<file path="src/rtl/cdqs_pkg.sv">
// Shared types and codes for the circular deque with search.
package cdqs_pkg;

   localparam int DEPTH_DEFAULT = 16;
   localparam int POS_W         = 5;
   localparam int DATA_W        = 32;

   typedef enum logic [2:0] {
      OP_PUSH_FRONT = 3'd0,
      OP_PUSH_BACK  = 3'd1,
      OP_POP_FRONT  = 3'd2,
      OP_POP_BACK   = 3'd3,
      OP_SEARCH     = 3'd4,
      OP_DUMP       = 3'd5,
      OP_REVERSE    = 3'd6,
      OP_CLEAR      = 3'd7
   } op_type;

   typedef enum logic [1:0] {
      STATUS_OK        = 2'd0,
      STATUS_EMPTY     = 2'd1,
      STATUS_FULL      = 2'd2,
      STATUS_NOT_FOUND = 2'd3
   } status_type;

   typedef struct packed {
      op_type                    operation;
      logic signed [DATA_W-1:0]  value;
   } req_type;

   typedef struct packed {
      status_type                status;
      logic signed [DATA_W-1:0]  value_res;
      logic [POS_W-1:0]          position;
      logic [POS_W-1:0]          count;
      logic                      empty_res;
      logic                      last;
   } rsp_type;

endpackage

</file>
<file path="src/rtl/circular_deque_with_search_unit.sv">
// Bounded double-ended queue in a ring buffer, with search and dump walks.
//
//  channel   ports                         direction  handshake
//  request   start, busy, req_item         in         taken when start & !busy
//  response  rsp_valid, rsp_item           out        one-cycle strobe, no stall
//
// Push, reverse and clear finish in the execute state, pops add a read state, and dump and
// search walk the stored entries. The walks are set by the single RAM read
// port, which delivers one stored entry per cycle to one shared comparator.
// Reset (synchronous) empties the queue; entry contents are not cleared.
// busy stays high from the accepting edge until the last response is registered;
// a new transaction can be taken while that last response is on the ports.
module circular_deque_with_search_unit #(
   parameter int DEPTH = cdqs_pkg::DEPTH_DEFAULT
) (
   input  logic              clock,
   input  logic              reset,
   input  logic              start,
   output logic              busy,
   input  cdqs_pkg::req_type req_item,
   output logic              rsp_valid,
   output cdqs_pkg::rsp_type rsp_item
);

   import cdqs_pkg::*;

   localparam int IDX_W = $clog2(DEPTH);
   localparam int CNT_W = $clog2(DEPTH + 1);

   typedef enum logic [2:0] {
      ST_IDLE,
      ST_EXEC,
      ST_POP,
      ST_WALK,
      ST_FLUSH
   } state_type;

   state_type               state_ff, state_in;
   op_type                  op_ff, op_in;
   logic [DATA_W-1:0]       key_ff, key_in;
   logic [IDX_W-1:0]        head_ff, head_in;
   logic [CNT_W-1:0]        count_ff, count_in;
   logic                    rev_ff, rev_in;
   logic [CNT_W-1:0]        pos_ff, pos_in;
   logic                    pend_valid_ff, pend_valid_in;
   logic [CNT_W-1:0]        pend_pos_ff, pend_pos_in;
   logic                    rsp_valid_ff, rsp_valid_in;
   rsp_type                 rsp_ff, rsp_in;

   // Address unit: logical position to physical slot.
   logic [CNT_W-1:0]        addr_pos;
   logic [CNT_W-1:0]        off_cnt;
   logic [IDX_W:0]          slot_sum;
   logic [IDX_W-1:0]        slot;
   logic [IDX_W:0]          hi_sum;
   logic [IDX_W-1:0]        hi_slot;
   logic [IDX_W-1:0]        head_dec;
   logic [IDX_W-1:0]        head_inc;

   logic                    ram_wr_en;
   logic [IDX_W-1:0]        ram_wr_addr;
   logic                    ram_rd_en;
   logic [DATA_W-1:0]       ram_rd_data;

   logic                    is_empty;
   logic                    is_full;
   logic                    low_end;
   logic [CNT_W-1:0]        pos_nxt;
   logic                    walk_end;
   logic                    match;

   function automatic rsp_type make_rsp(status_type st, logic [DATA_W-1:0] val,
                                        logic [CNT_W-1:0] pos, logic [CNT_W-1:0] cnt,
                                        logic lst);
      rsp_type r;
      r.status    = st;
      r.value_res = val;
      r.position  = POS_W'(pos);
      r.count     = POS_W'(cnt);
      r.empty_res = (cnt == '0);
      r.last      = lst;
      return r;
   endfunction

   assign is_empty = (count_ff == '0);
   assign is_full  = (count_ff == CNT_W'(DEPTH));
   assign pos_nxt  = pos_ff + CNT_W'(1);
   assign walk_end = (pos_nxt == count_ff);
   assign match    = (ram_rd_data == key_ff);

   assign head_dec = (head_ff == '0) ? IDX_W'(DEPTH - 1) : head_ff - IDX_W'(1);
   assign head_inc = (head_ff == IDX_W'(DEPTH - 1)) ? '0 : head_ff + IDX_W'(1);

   always_comb begin
      if (state_ff == ST_WALK) begin
         addr_pos = pos_nxt;
      end else if (op_ff == OP_POP_BACK) begin
         addr_pos = count_ff - CNT_W'(1);
      end else begin
         addr_pos = '0;
      end
      off_cnt  = rev_ff ? (count_ff - CNT_W'(1) - addr_pos) : addr_pos;
      slot_sum = {1'b0, head_ff} + {1'b0, IDX_W'(off_cnt)};
      if (slot_sum >= (IDX_W + 1)'(DEPTH)) begin
         slot = IDX_W'(slot_sum - (IDX_W + 1)'(DEPTH));
      end else begin
         slot = IDX_W'(slot_sum);
      end
      // Only used when the queue is not full, so count fits the index width.
      hi_sum = {1'b0, head_ff} + {1'b0, IDX_W'(count_ff)};
      if (hi_sum >= (IDX_W + 1)'(DEPTH)) begin
         hi_slot = IDX_W'(hi_sum - (IDX_W + 1)'(DEPTH));
      end else begin
         hi_slot = IDX_W'(hi_sum);
      end
   end

   // A push lands at the low physical end when its side and the direction bit disagree.
   assign low_end     = (op_ff == OP_PUSH_FRONT) != rev_ff;
   assign ram_wr_addr = low_end ? head_dec : hi_slot;

   always_comb begin
      state_in      = state_ff;
      op_in         = op_ff;
      key_in        = key_ff;
      head_in       = head_ff;
      count_in      = count_ff;
      rev_in        = rev_ff;
      pos_in        = pos_ff;
      pend_valid_in = pend_valid_ff;
      pend_pos_in   = pend_pos_ff;
      rsp_valid_in  = 1'b0;
      rsp_in        = rsp_ff;
      ram_wr_en     = 1'b0;
      ram_rd_en     = 1'b0;

      case (state_ff)
         ST_IDLE: begin
            if (start) begin
               op_in    = req_item.operation;
               key_in   = req_item.value;
               state_in = ST_EXEC;
            end
         end
         ST_EXEC: begin
            state_in = ST_IDLE;
            case (op_ff)
               OP_PUSH_FRONT, OP_PUSH_BACK: begin
                  if (is_full) begin
                     rsp_in = make_rsp(STATUS_FULL, '0, '0, count_ff, 1'b1);
                  end else begin
                     ram_wr_en = 1'b1;
                     if (low_end) begin
                        head_in = head_dec;
                     end
                     count_in = count_ff + CNT_W'(1);
                     rsp_in   = make_rsp(STATUS_OK, '0, '0, count_in, 1'b1);
                  end
                  rsp_valid_in = 1'b1;
               end
               OP_POP_FRONT, OP_POP_BACK: begin
                  if (is_empty) begin
                     rsp_in       = make_rsp(STATUS_EMPTY, '0, '0, count_ff, 1'b1);
                     rsp_valid_in = 1'b1;
                  end else begin
                     ram_rd_en = 1'b1;
                     state_in  = ST_POP;
                  end
               end
               OP_SEARCH, OP_DUMP: begin
                  if (is_empty) begin
                     rsp_in       = make_rsp(STATUS_EMPTY, '0, '0, count_ff, 1'b1);
                     rsp_valid_in = 1'b1;
                  end else begin
                     ram_rd_en     = 1'b1;
                     pos_in        = '0;
                     pend_valid_in = 1'b0;
                     state_in      = ST_WALK;
                  end
               end
               OP_REVERSE: begin
                  if (is_empty) begin
                     rsp_in = make_rsp(STATUS_EMPTY, '0, '0, count_ff, 1'b1);
                  end else begin
                     rev_in = !rev_ff;
                     rsp_in = make_rsp(STATUS_OK, '0, '0, count_ff, 1'b1);
                  end
                  rsp_valid_in = 1'b1;
               end
               default: begin
                  count_in     = '0;
                  head_in      = '0;
                  rev_in       = 1'b0;
                  rsp_in       = make_rsp(is_empty ? STATUS_EMPTY : STATUS_OK,
                                          '0, '0, '0, 1'b1);
                  rsp_valid_in = 1'b1;
               end
            endcase
         end
         ST_POP: begin
            if ((op_ff == OP_POP_FRONT) != rev_ff) begin
               head_in = head_inc;
            end
            count_in     = count_ff - CNT_W'(1);
            rsp_in       = make_rsp(STATUS_OK, ram_rd_data, '0, count_in, 1'b1);
            rsp_valid_in = 1'b1;
            state_in     = ST_IDLE;
         end
         ST_WALK: begin
            ram_rd_en = !walk_end;
            pos_in    = pos_nxt;
            if (op_ff == OP_DUMP) begin
               rsp_in       = make_rsp(STATUS_OK, ram_rd_data, pos_nxt, count_ff, walk_end);
               rsp_valid_in = 1'b1;
               if (walk_end) begin
                  state_in = ST_IDLE;
               end
            end else begin
               // A match is held back until the next match or the flush, so the final one can carry last.
               if (match) begin
                  if (pend_valid_ff) begin
                     rsp_in       = make_rsp(STATUS_OK, key_ff, pend_pos_ff, count_ff, 1'b0);
                     rsp_valid_in = 1'b1;
                  end
                  pend_valid_in = 1'b1;
                  pend_pos_in   = pos_nxt;
               end
               if (walk_end) begin
                  state_in = ST_FLUSH;
               end
            end
         end
         ST_FLUSH: begin
            if (pend_valid_ff) begin
               rsp_in = make_rsp(STATUS_OK, key_ff, pend_pos_ff, count_ff, 1'b1);
            end else begin
               rsp_in = make_rsp(STATUS_NOT_FOUND, '0, '0, count_ff, 1'b1);
            end
            rsp_valid_in  = 1'b1;
            pend_valid_in = 1'b0;
            state_in      = ST_IDLE;
         end
         default: begin
            state_in = ST_IDLE;
         end
      endcase
   end

   always_ff @(posedge clock) begin
      if (reset) begin
         state_ff      <= ST_IDLE;
         head_ff       <= '0;
         count_ff      <= '0;
         rev_ff        <= 1'b0;
         pend_valid_ff <= 1'b0;
         rsp_valid_ff  <= 1'b0;
      end else begin
         state_ff      <= state_in;
         head_ff       <= head_in;
         count_ff      <= count_in;
         rev_ff        <= rev_in;
         pend_valid_ff <= pend_valid_in;
         rsp_valid_ff  <= rsp_valid_in;
      end
      op_ff       <= op_in;
      key_ff      <= key_in;
      pos_ff      <= pos_in;
      pend_pos_ff <= pend_pos_in;
      rsp_ff      <= rsp_in;
   end

   cdqs_ram #(
      .WIDTH (DATA_W),
      .DEPTH (DEPTH)
   ) u_entries (
      .clock   (clock),
      .wr_en   (ram_wr_en),
      .wr_addr (ram_wr_addr),
      .wr_data (key_ff),
      .rd_en   (ram_rd_en),
      .rd_addr (slot),
      .rd_data (ram_rd_data)
   );

   assign busy      = (state_ff != ST_IDLE);
   assign rsp_valid = rsp_valid_ff;
   assign rsp_item  = rsp_ff;

endmodule

</file>
<file path="src/rtl/cdqs_ram.sv">
// Generic single-write, single-read RAM with registered read data.
module cdqs_ram #(
   parameter int WIDTH = 32,
   parameter int DEPTH = 16
) (
   input  logic                     clock,
   input  logic                     wr_en,
   input  logic [$clog2(DEPTH)-1:0] wr_addr,
   input  logic [WIDTH-1:0]         wr_data,
   input  logic                     rd_en,
   input  logic [$clog2(DEPTH)-1:0] rd_addr,
   output logic [WIDTH-1:0]         rd_data
);

   logic [WIDTH-1:0] mem_ff [DEPTH];
   logic [WIDTH-1:0] rd_data_ff;

   always_ff @(posedge clock) begin
      if (wr_en) begin
         mem_ff[wr_addr] <= wr_data;
      end
      if (rd_en) begin
         rd_data_ff <= mem_ff[rd_addr];
      end
   end

   assign rd_data = rd_data_ff;

endmodule

</file>
<file path="config.mk">
export PLATFORM = sky130hd
export DESIGN_NAME = circular_deque_with_search_unit
export DESIGN_NICKNAME = d
export VERILOG_FILES = /design/src/rtl/cdqs_pkg.sv /design/src/rtl/circular_deque_with_search_unit.sv /design/src/rtl/cdqs_ram.sv
export SDC_FILE = /design/constraint.sdc
export NUM_CORES = 1
export LEC_CHECK = 0
export ABC_AREA = 0
export BUFFER_PORTS_ARGS = -buffer_cell sky130_fd_sc_hd__buf_4
export CAP_MARGIN = 0
export CELL_PAD_IN_SITES_DETAIL_PLACEMENT = 2
export CELL_PAD_IN_SITES_GLOBAL_PLACEMENT = 2
export CORE_MARGIN = 4
export CORE_UTILIZATION = 30
export CTS_CLUSTER_SIZE = 25
export DETAILED_ROUTE_END_ITERATION = 8
export GPL_TIMING_DRIVEN = 0
export PLACE_DENSITY_LB_ADDON = 0.25
export SLEW_MARGIN = 20
export SYNTH_ARGS = -nofsm -noshare
export SYNTH_HDL_FRONTEND = slang
export SYNTH_SLANG_ARGS = --single-unit
</file>
<file path="constraint.sdc">
create_clock -name clock -period 4.1 [get_ports clock]
set_input_delay 0.205 -clock clock [delete_from_list [all_inputs] [get_ports clock]]
set_output_delay 0.205 -clock clock [all_outputs]
set_load 0.1 [all_outputs]
</file>
==> impl_metrics.json, run 1 <==
{
  "leakagePower_nw": 10.8,
  "start_util": 0.302,
  "critPathLaunchType": "register",
  "grt_max_degree": 33,
  "dpl.cell_count": 2602,
  "die_h_um": 304,
  "clkPwrFrac": 0.414,
  "powerDensity_nw_per_um2": 467,
  "dp_hpwl_mm": 50.8,
  "layout-drive-gt1-share": 0.313,
  "postLayoutCellArea_um2": 32700,
  "drt_iter0_markers": 965,
  "ys_seq_area_frac": 0.739,
  "ir_drop_mv": 0.295,
  "crit_chain": "nand2_2 > nor3_4 > a21o_1 > ha_2 > inv_2 > fa_2 > xor2_1 > nor2_1 > a21oi_2 > ha_4 > a21oi_2 > buf_4 > a21oi_4 > nor4_2 > a32o_2 > a211oi_4 > buf_4 > buf_12 > buf_12 > mux2i_4 > mux2i_1",
  "report.final.setup_viol": 32,
  "crit_arrival_ns": 4.66,
  "cap_viol_max_count": 0,
  "max_stage_delay_ns": 0.44,
  "rows": 108,
  "clock_sinks": 650,
  "nets": 1649,
  "yosys-top-cells-area": "edfxtp_1, mux4_2, mux2i_1",
  "cts_tree": "built",
  "wl_mm": 77.9,
  "comb_power_share": 0.092,
  "hold_violations": 0,
  "drc_errors": 0,
  "port_buffers": 85,
  "overflow": 0,
  "rsz0062_at_grt": "true",
  "stdcell_count": 2796,
  "path_class": "reg2reg",
  "async_flop_share": 0,
  "tightest_slew_ns": 1.16,
  "fp.dieW_um": 304,
  "clockRootBuffer": "clkbuf_16",
  "synth_area_um2": 26200,
  "wl_per_cell_um": 27.8,
  "status": "complete, but fails checks",
  "max_freq_mhz": 231,
  "drv_slew": 0,
  "cts-htree-levels": 3,
  "slew_headroom": 0.230,
  "insertion_delay_ns": 0.63,
  "seqPwrFrac": 0.494,
  "hold_path.startpoint": "req_item[34]",
  "worst_slack_ns": -0.236,
  "core_area_um2": 86800,
  "gp_congestion": 0.744,
  "yosys_register_bits": 650,
  "violations": "setup timing",
  "critPathRequiredTime_ns": 4.42,
  "yosysTopAreaCell": "edfxtp_1",
  "synth.avg_cell_area_um2": 19.7,
  "r2r_start": "op_ff[0]$_DFFE_PP_",
  "slowest_stage": "edfxtp_1",
  "antenna_found_initial": 0,
  "synthFlopType": "edfxtp_1",
  "first_global_vias": 15100,
  "period_needed_ns": 4.34,
  "place_area_um2": 29300,
  "vias": 13900,
  "clkTransAtPathRegs_ns": 0.07,
  "grt_pass1_wl_mm": 112,
  "ys_warn_count": 0,
  "synth_top_area_share": 0.728,
  "hp-class": "in2reg",
  "die_area_um2": 92100,
  "pin_count": 86,
  "syn_nets": 1390,
  "fin_skew_ns": 0.0339,
  "syn_to_final_growth_pct": 24.9,
  "diodes": 0,
  "cts_buffers": 73,
  "viasPerCell": 4.97,
  "synth-edff-count": 635,
  "antenna_left": 0,
  "swShare": 0.241,
  "p_int_mw": 11.6,
  "syn_inst": 1328,
  "netSwitchingPower_mw": 3.69,
  "track_usage": 0.169,
  "seqCellArea_um2": 19400,
  "critPathCaptureType": "register",
  "crit_start": "op_ff[0]$_DFFE_PP_",
  "clock_path_buffers": 3,
  "dr.pass1.iters": 5,
  "fin_crit_sh": 1.06,
  "multi_input_area_um2": 6900,
  "path_max_fanout": 6,
  "yosysUniqueCellTypes": 64,
  "n_fill_cell": 8392,
  "pre_cts_ws_ns": -1.58
}
[layer usage]
metal / wire (µm) / global-route usage / vias to the layer above
met5: 0 / 0 / -
met4: 1440 / 0.0391 / 0
met3: 2940 / 0.0236 / 99
met2: 39100 / 0.289 / 331
met1: 34400 / 0.230 / 7531
li1: - / - / 5936
[worst paths after layout]
path	cells after the start	slack [ns]	end
worst min-delay path	2	0.29	op_ff[2]$_DFFE_PP_
worst max register to register	21	-0.24	u_entries.rd_data[3]$_DFFE_PP_
worst min register to register	2	0.57	rsp_item[9]$_DFFE_PP_
worst max-delay path	21	-0.24	u_entries.rd_data[3]$_DFFE_PP_
[cell families after synthesis]
group,share of synthesized area
AND/OR/NAND/NOR,0.0317
AO/OA/AOI/OAI,0.0327
flip-flops,0.739
buffers and inverters,0.0166
multiplexers,0.150
adder cells (fa/ha/maj),0.0123
XOR/XNOR,0.0180
[metrics by stage]
stage                     utilization   TNS, ns  hold slack, ns  power (mW)
after floorplan                     -         0           0.277        8.47
after global placement          0.326  -1166.20           0.383        8.87
after detailed placement        0.338    -44.99           0.384        8.95
after CTS                       0.374     -8.46           0.248        15.5
after global routing            0.377    -11.98           0.263        15.9
final                           0.377     -5.99           0.294        15.3
[Yosys cell counts, types with 3 or more instances]
cell	number
fa_1	3
nand3_1	12
mux2i_1	99
a21o_1	6
and2_1	5
nand4_1	6
nor4_1	11
nand2b_1	5
mux4_2	128
mux2_2	4
buf_2	6
clkbuf_1	46
a221o_1	3
a22oi_1	5
xor2_1	43
dfxtp_1	15
nor2_1	53
or3_1	3
a22o_1	33
o31ai_1	3
a21oi_1	26
nand3b_1	3
ha_1	21
xnor2_1	9
buf_1	4
nor3_1	11
o21ai_0	21
nand2_1	36
buf_12	6
edfxtp_1	635
inv_1	21
a211oi_1	5
[power groups by stage]
stage,combinational [mW],sequential [mW],clock (mW)
CTS,1.38,7.56,6.53
finish,1.41,7.56,6.34
floorplan,0.624,7.85,0
detailed placement,1.25,7.70,0
global placement,1.18,7.69,0
global route,1.49,7.57,6.80
[layout by cell type, fill, tap and decap left out, types with 6 or more instances in the layout]
cell type / synthesis / routed
buf_12: 6 / 21
clkbuf_16: 0 / 77
ha_1: 21 / 17
dfxtp_1: 15 / 11
mux2i_1: 99 / 70
a22o_1: 33 / 33
mux4_2: 128 / 128
xor2_1: 43 / 42
mux2i_4: 0 / 9
inv_1: 21 / 17
nor2_4: 0 / 20
buf_6: 1 / 7
a21oi_1: 26 / 22
nand4_1: 6 / 6
nand3_1: 12 / 11
nor3_1: 11 / 10
clkbuf_1: 46 / 32
a21o_1: 6 / 6
nor4_1: 11 / 8
nand2_1: 36 / 35
buf_4: 1 / 108
dlygate4sd3_1: 0 / 37
clkinv_2: 0 / 9
buf_16: 0 / 22
clkinv_1: 0 / 15
xnor2_1: 9 / 8
nor2_1: 53 / 32
clkbuf_4: 0 / 13
mux2i_2: 0 / 20
clkbuf_2: 0 / 17
o21ai_0: 21 / 21
edfxtp_1: 635 / 635
[layout make-up]
type                            instances  area share
Sequential cell                       650       0.592
Multi-Input combinational cell        593       0.211
Inverter                               21     0.00252
Clock buffer                           93      0.0591
Tap cell                             1155      0.0442
Clock inverter                         36      0.0113
Timing Repair Buffer                  189      0.0672
Buffer                                 59      0.0130
[worst max-delay path: cells and delay by family (launching register included)]
family / cells / cell delay (ns)
AO/OA/AOI/OAI: 6 / 1.00
XOR/XNOR: 1 / 0.15
adder cells (fa/ha/maj): 3 / 0.83
buffers and inverters: 5 / 0.65
flip-flops: 1 / 0.44
multiplexers: 2 / 0.39
AND/OR/NAND/NOR: 4 / 0.56
[sequential cells by signal, indices dropped and copies added, names as in the netlist, 3 cells and up]
signal / flops
key_ff: 32
count_ff: 5
u_entries.mem_ff: 512
u_entries.rd_data: 32
state_ff: 3
rsp_item: 46
head_ff: 4
pend_pos_ff: 5
pos_ff: 5
op_ff: 3
[what timing repair did]
action / 4_1_cts / 5_1_grt
hold endpoints to repair: 43 / 0
endpoints found under the setup margin: 32 / 47
buffers inserted: 17 / 13
cloned: 3 / 3
pin swaps: 12 / 4
resized for setup: 93 / 42
hold buffers: 37 / 0
No activity file was read; power rests on OpenSTA's default activity.
==> run 2: changes to the inputs <==
--- a/config.mk
+++ b/config.mk
@@ -5,7 +5,7 @@
 export SDC_FILE = /design/constraint.sdc
 export NUM_CORES = 1
 export LEC_CHECK = 0
-export ABC_AREA = 0
+export ABC_AREA = 1
 export BUFFER_PORTS_ARGS = -buffer_cell sky130_fd_sc_hd__buf_4
 export CAP_MARGIN = 0
 export CELL_PAD_IN_SITES_DETAIL_PLACEMENT = 2
==> run 2 against run 1 <==
Against the previous run:
- the flow now finishes without violations
- total power increased by 9.9%
- design area up 1.0%
- clock skew shrank 0.0078 ns
- fmax up 9.2%
- synthesized cell count increased by 62%
- die area is 2.0% higher
- via count grew 35%
- non-clock buffer count is 37 higher
- sequential share of layout area fell by 0.63 points
- global-route usage is 3.3 points higher
- routed wire length rose by 25%
==> impl_metrics.json, run 2 <==
{
  "critPathRequiredTime_ns": 4.45,
  "critPathLaunchType": "register",
  "yosys-top-cells-area": "edfxtp_1, nand2_1, o21ai_0",
  "leakagePower_nw": 11.6,
  "top_register": "u_entries.mem_ff",
  "async_flop_share": 0,
  "drt_iter0_markers": 1611,
  "slew_headroom": 0.235,
  "hp-class": "in2reg",
  "crit_arrival_ns": 4.32,
  "pre_cts_ws_ns": -1.44,
  "yosysTopAreaCell": "edfxtp_1",
  "grtUsageMet2": 0.347,
  "clock_sinks": 650,
  "critPathCaptureType": "register",
  "track_usage": 0.202,
  "tightest_slew_ns": 1.15,
  "dr.pass1.iters": 7,
  "overflow": 0,
  "n_fill_cell": 9102,
  "met1_usage": 0.264,
  "path_max_fanout": 7,
  "grt_max_degree": 33,
  "powerDensity_nw_per_um2": 508,
  "vias": 18800,
  "ys_warn_count": 0,
  "cap_viol_max_count": 0,
  "path_class": "reg2reg",
  "hold_violations": 0,
  "ys_seq_area_frac": 0.724,
  "largest_reg_flops": 512,
  "fin_crit_sh": 0.968,
  "synth_top_area_share": 0.713,
  "synth-edff-count": 635,
  "grt_pass1_wl_mm": 139,
  "pin_count": 86,
  "yosys_register_bits": 650,
  "period_needed_ns": 3.97,
  "first_global_vias": 20700,
  "diodes": 0,
  "clkTransAtPathRegs_ns": 0.06,
  "cts-htree-levels": 3,
  "gr-usage-met3": 0.0308,
  "rows": 109,
  "syn_inst": 2155,
  "synth_area_um2": 26800,
  "port_buffers": 85,
  "wl_per_cell_um": 27.0,
  "timing.hold.ws_ns": 0.0762,
  "die_area_um2": 94000,
  "ir_drop_mv": 0.283,
  "layout_common_cells": "edfxtp_1, nand2_1, o21ai_0",
  "worst_slack_ns": 0.130,
  "die_h_um": 307,
  "antenna_left": 0,
  "clock_path_buffers": 3,
  "postLayoutCellArea_um2": 33100,
  "synth.avg_cell_area_um2": 12.4,
  "grt-busiest-layer": "met2",
  "synth_common_cells": "edfxtp_1, nand2_1, o21ai_0",
  "syn_to_final_growth_pct": 23.6,
  "yosysUniqueCellTypes": 43,
  "status": "complete, no violations",
  "clockRootBuffer": "clkbuf_16",
  "layout-drive-gt1-share": 0.168,
  "report.final.setup_viol": 0,
  "yosys.cell_count.top_type": "edfxtp_1",
  "fin_skew_ns": 0.0262,
  "utilization": 0.374,
  "cts_buffers": 78,
  "max_freq_mhz": 252,
  "place_area_um2": 29500,
  "synthFlopType": "edfxtp_1",
  "mostFrequentLayoutCell": "edfxtp_1",
  "viasPerCell": 5.20,
  "fin_tns_setup_ns": 0,
  "gp_congestion": 0.799,
  "drv_slew": 0,
  "fp.dieW_um": 307,
  "antenna_found_initial": 2,
  "wl_mm": 97.7,
  "insertion_delay_ns": 0.63,
  "nets": 2461,
  "syn_nets": 2217,
  "drc_errors": 0,
  "core_area_um2": 88400,
  "dp_hpwl_mm": 65.4,
  "start_util": 0.303,
  "cts_tree": "built"
}
[run 2: kinds of logic (layout without fill, tap and decap cells)]
family / count (synthesis) / in the layout / share of synthesized area
and+or+nand+nor: 747 / 747 / 0.110
adders and majority gates: 24 / 24 / 0.0121
muxes: 1 / 1 / 0.000374
DFF: 650 / 650 / 0.724
AOI/OAI and AO/OA: 489 / 489 / 0.109
xor gates and xnor gates: 44 / 44 / 0.0147
buffers and inverters: 200 / 497 / 0.0298
[run 2: through the flow]
step / power (mW) / cells
2_1_floorplan: 9.03 / 2155
3_3_place_gp: 9.90 / 3405
3_5_place_dp: 10.0 / 3429
4_1_cts: 16.9 / 3604
5_1_grt: 17.5 / 3617
6_report: 16.8 / 3617
[run 2: layout make-up]
| type | instances | area [µm²] | share of cell area |
|---|---|---|---|
| repair buffers | 165 | 1740 | 0.0526 |
| well taps | 1165 | 1460 | 0.0441 |
| plain buffers | 120 | 863 | 0.0261 |
| clock buffers | 96 | 2040 | 0.0617 |
| flip-flops and latches | 650 | 19400 | 0.586 |
| clock inverters | 37 | 364 | 0.0110 |
| multi-input cells | 1305 | 6920 | 0.209 |
| inverters | 79 | 305 | 0.00923 |
[run 2: path summary, 6_finish.rpt]
| path | slack, ns | from | depth (start not counted) | end |
|---|---|---|---|---|
| max | 0.13 | count_ff[0]$_SDFFE_PP0P_ | 20 | u_entries.rd_data[27]$_DFFE_PP_ |
| min | 0.08 | start | 5 | state_ff[2]$_SDFFE_PP0P_ |
| max reg2reg | 0.13 | count_ff[0]$_SDFFE_PP0P_ | 20 | u_entries.rd_data[27]$_DFFE_PP_ |
| min reg2reg | 0.54 | pend_valid_ff$_SDFFE_PP0P_ | 2 | pend_valid_ff$_SDFFE_PP0P_ |
[run 2: timing repair]
item                       in CTS  in global routing
gates resized for setup       126                134
setup endpoints to repair      32                 32
hold endpoints to repair       41                  0
cloned                          0                  3
pin swaps                       3                 13
hold buffers                   36                  0
setup buffers                   7                  9
[run 2: per-layer routing]
layer | part of all wire | wire length [µm] | up-vias
li1 | - | - | 8288
met1 | 0.43 | 42000 | 9892
met2 | 0.50 | 48400 | 478
met3 | 0.051 | 4990 | 143
met4 | 0.024 | 2310 | 0
met5 | 0 | 0 | -
[run 2: where the power goes]
part	total, mW	switching, mW	internal (mW)
Clock	6.69	2.79	3.90
Combinational	2.53	1.75	0.784
Sequential	7.59	0.140	7.45
[run 2: critical path: stages (launching register included)]
cell and delay (ns):
dfxtp_4 0.40, buf_6 0.16, inv_2 0.06, ha_1 0.24, xnor2_2 0.17, inv_1 0.12, a21oi_2 0.17, ha_1 0.30
xnor2_2 0.18, mux2i_1 0.10, ha_1 0.35, a21oi_2 0.20, nand2_2 0.10, xor2_2 0.18, o21bai_4 0.17, nand2_2 0.09
o21ai_4 0.16, nand2_8 0.17, buf_12 0.18, nand2_1 0.08, nand2_1 0.08
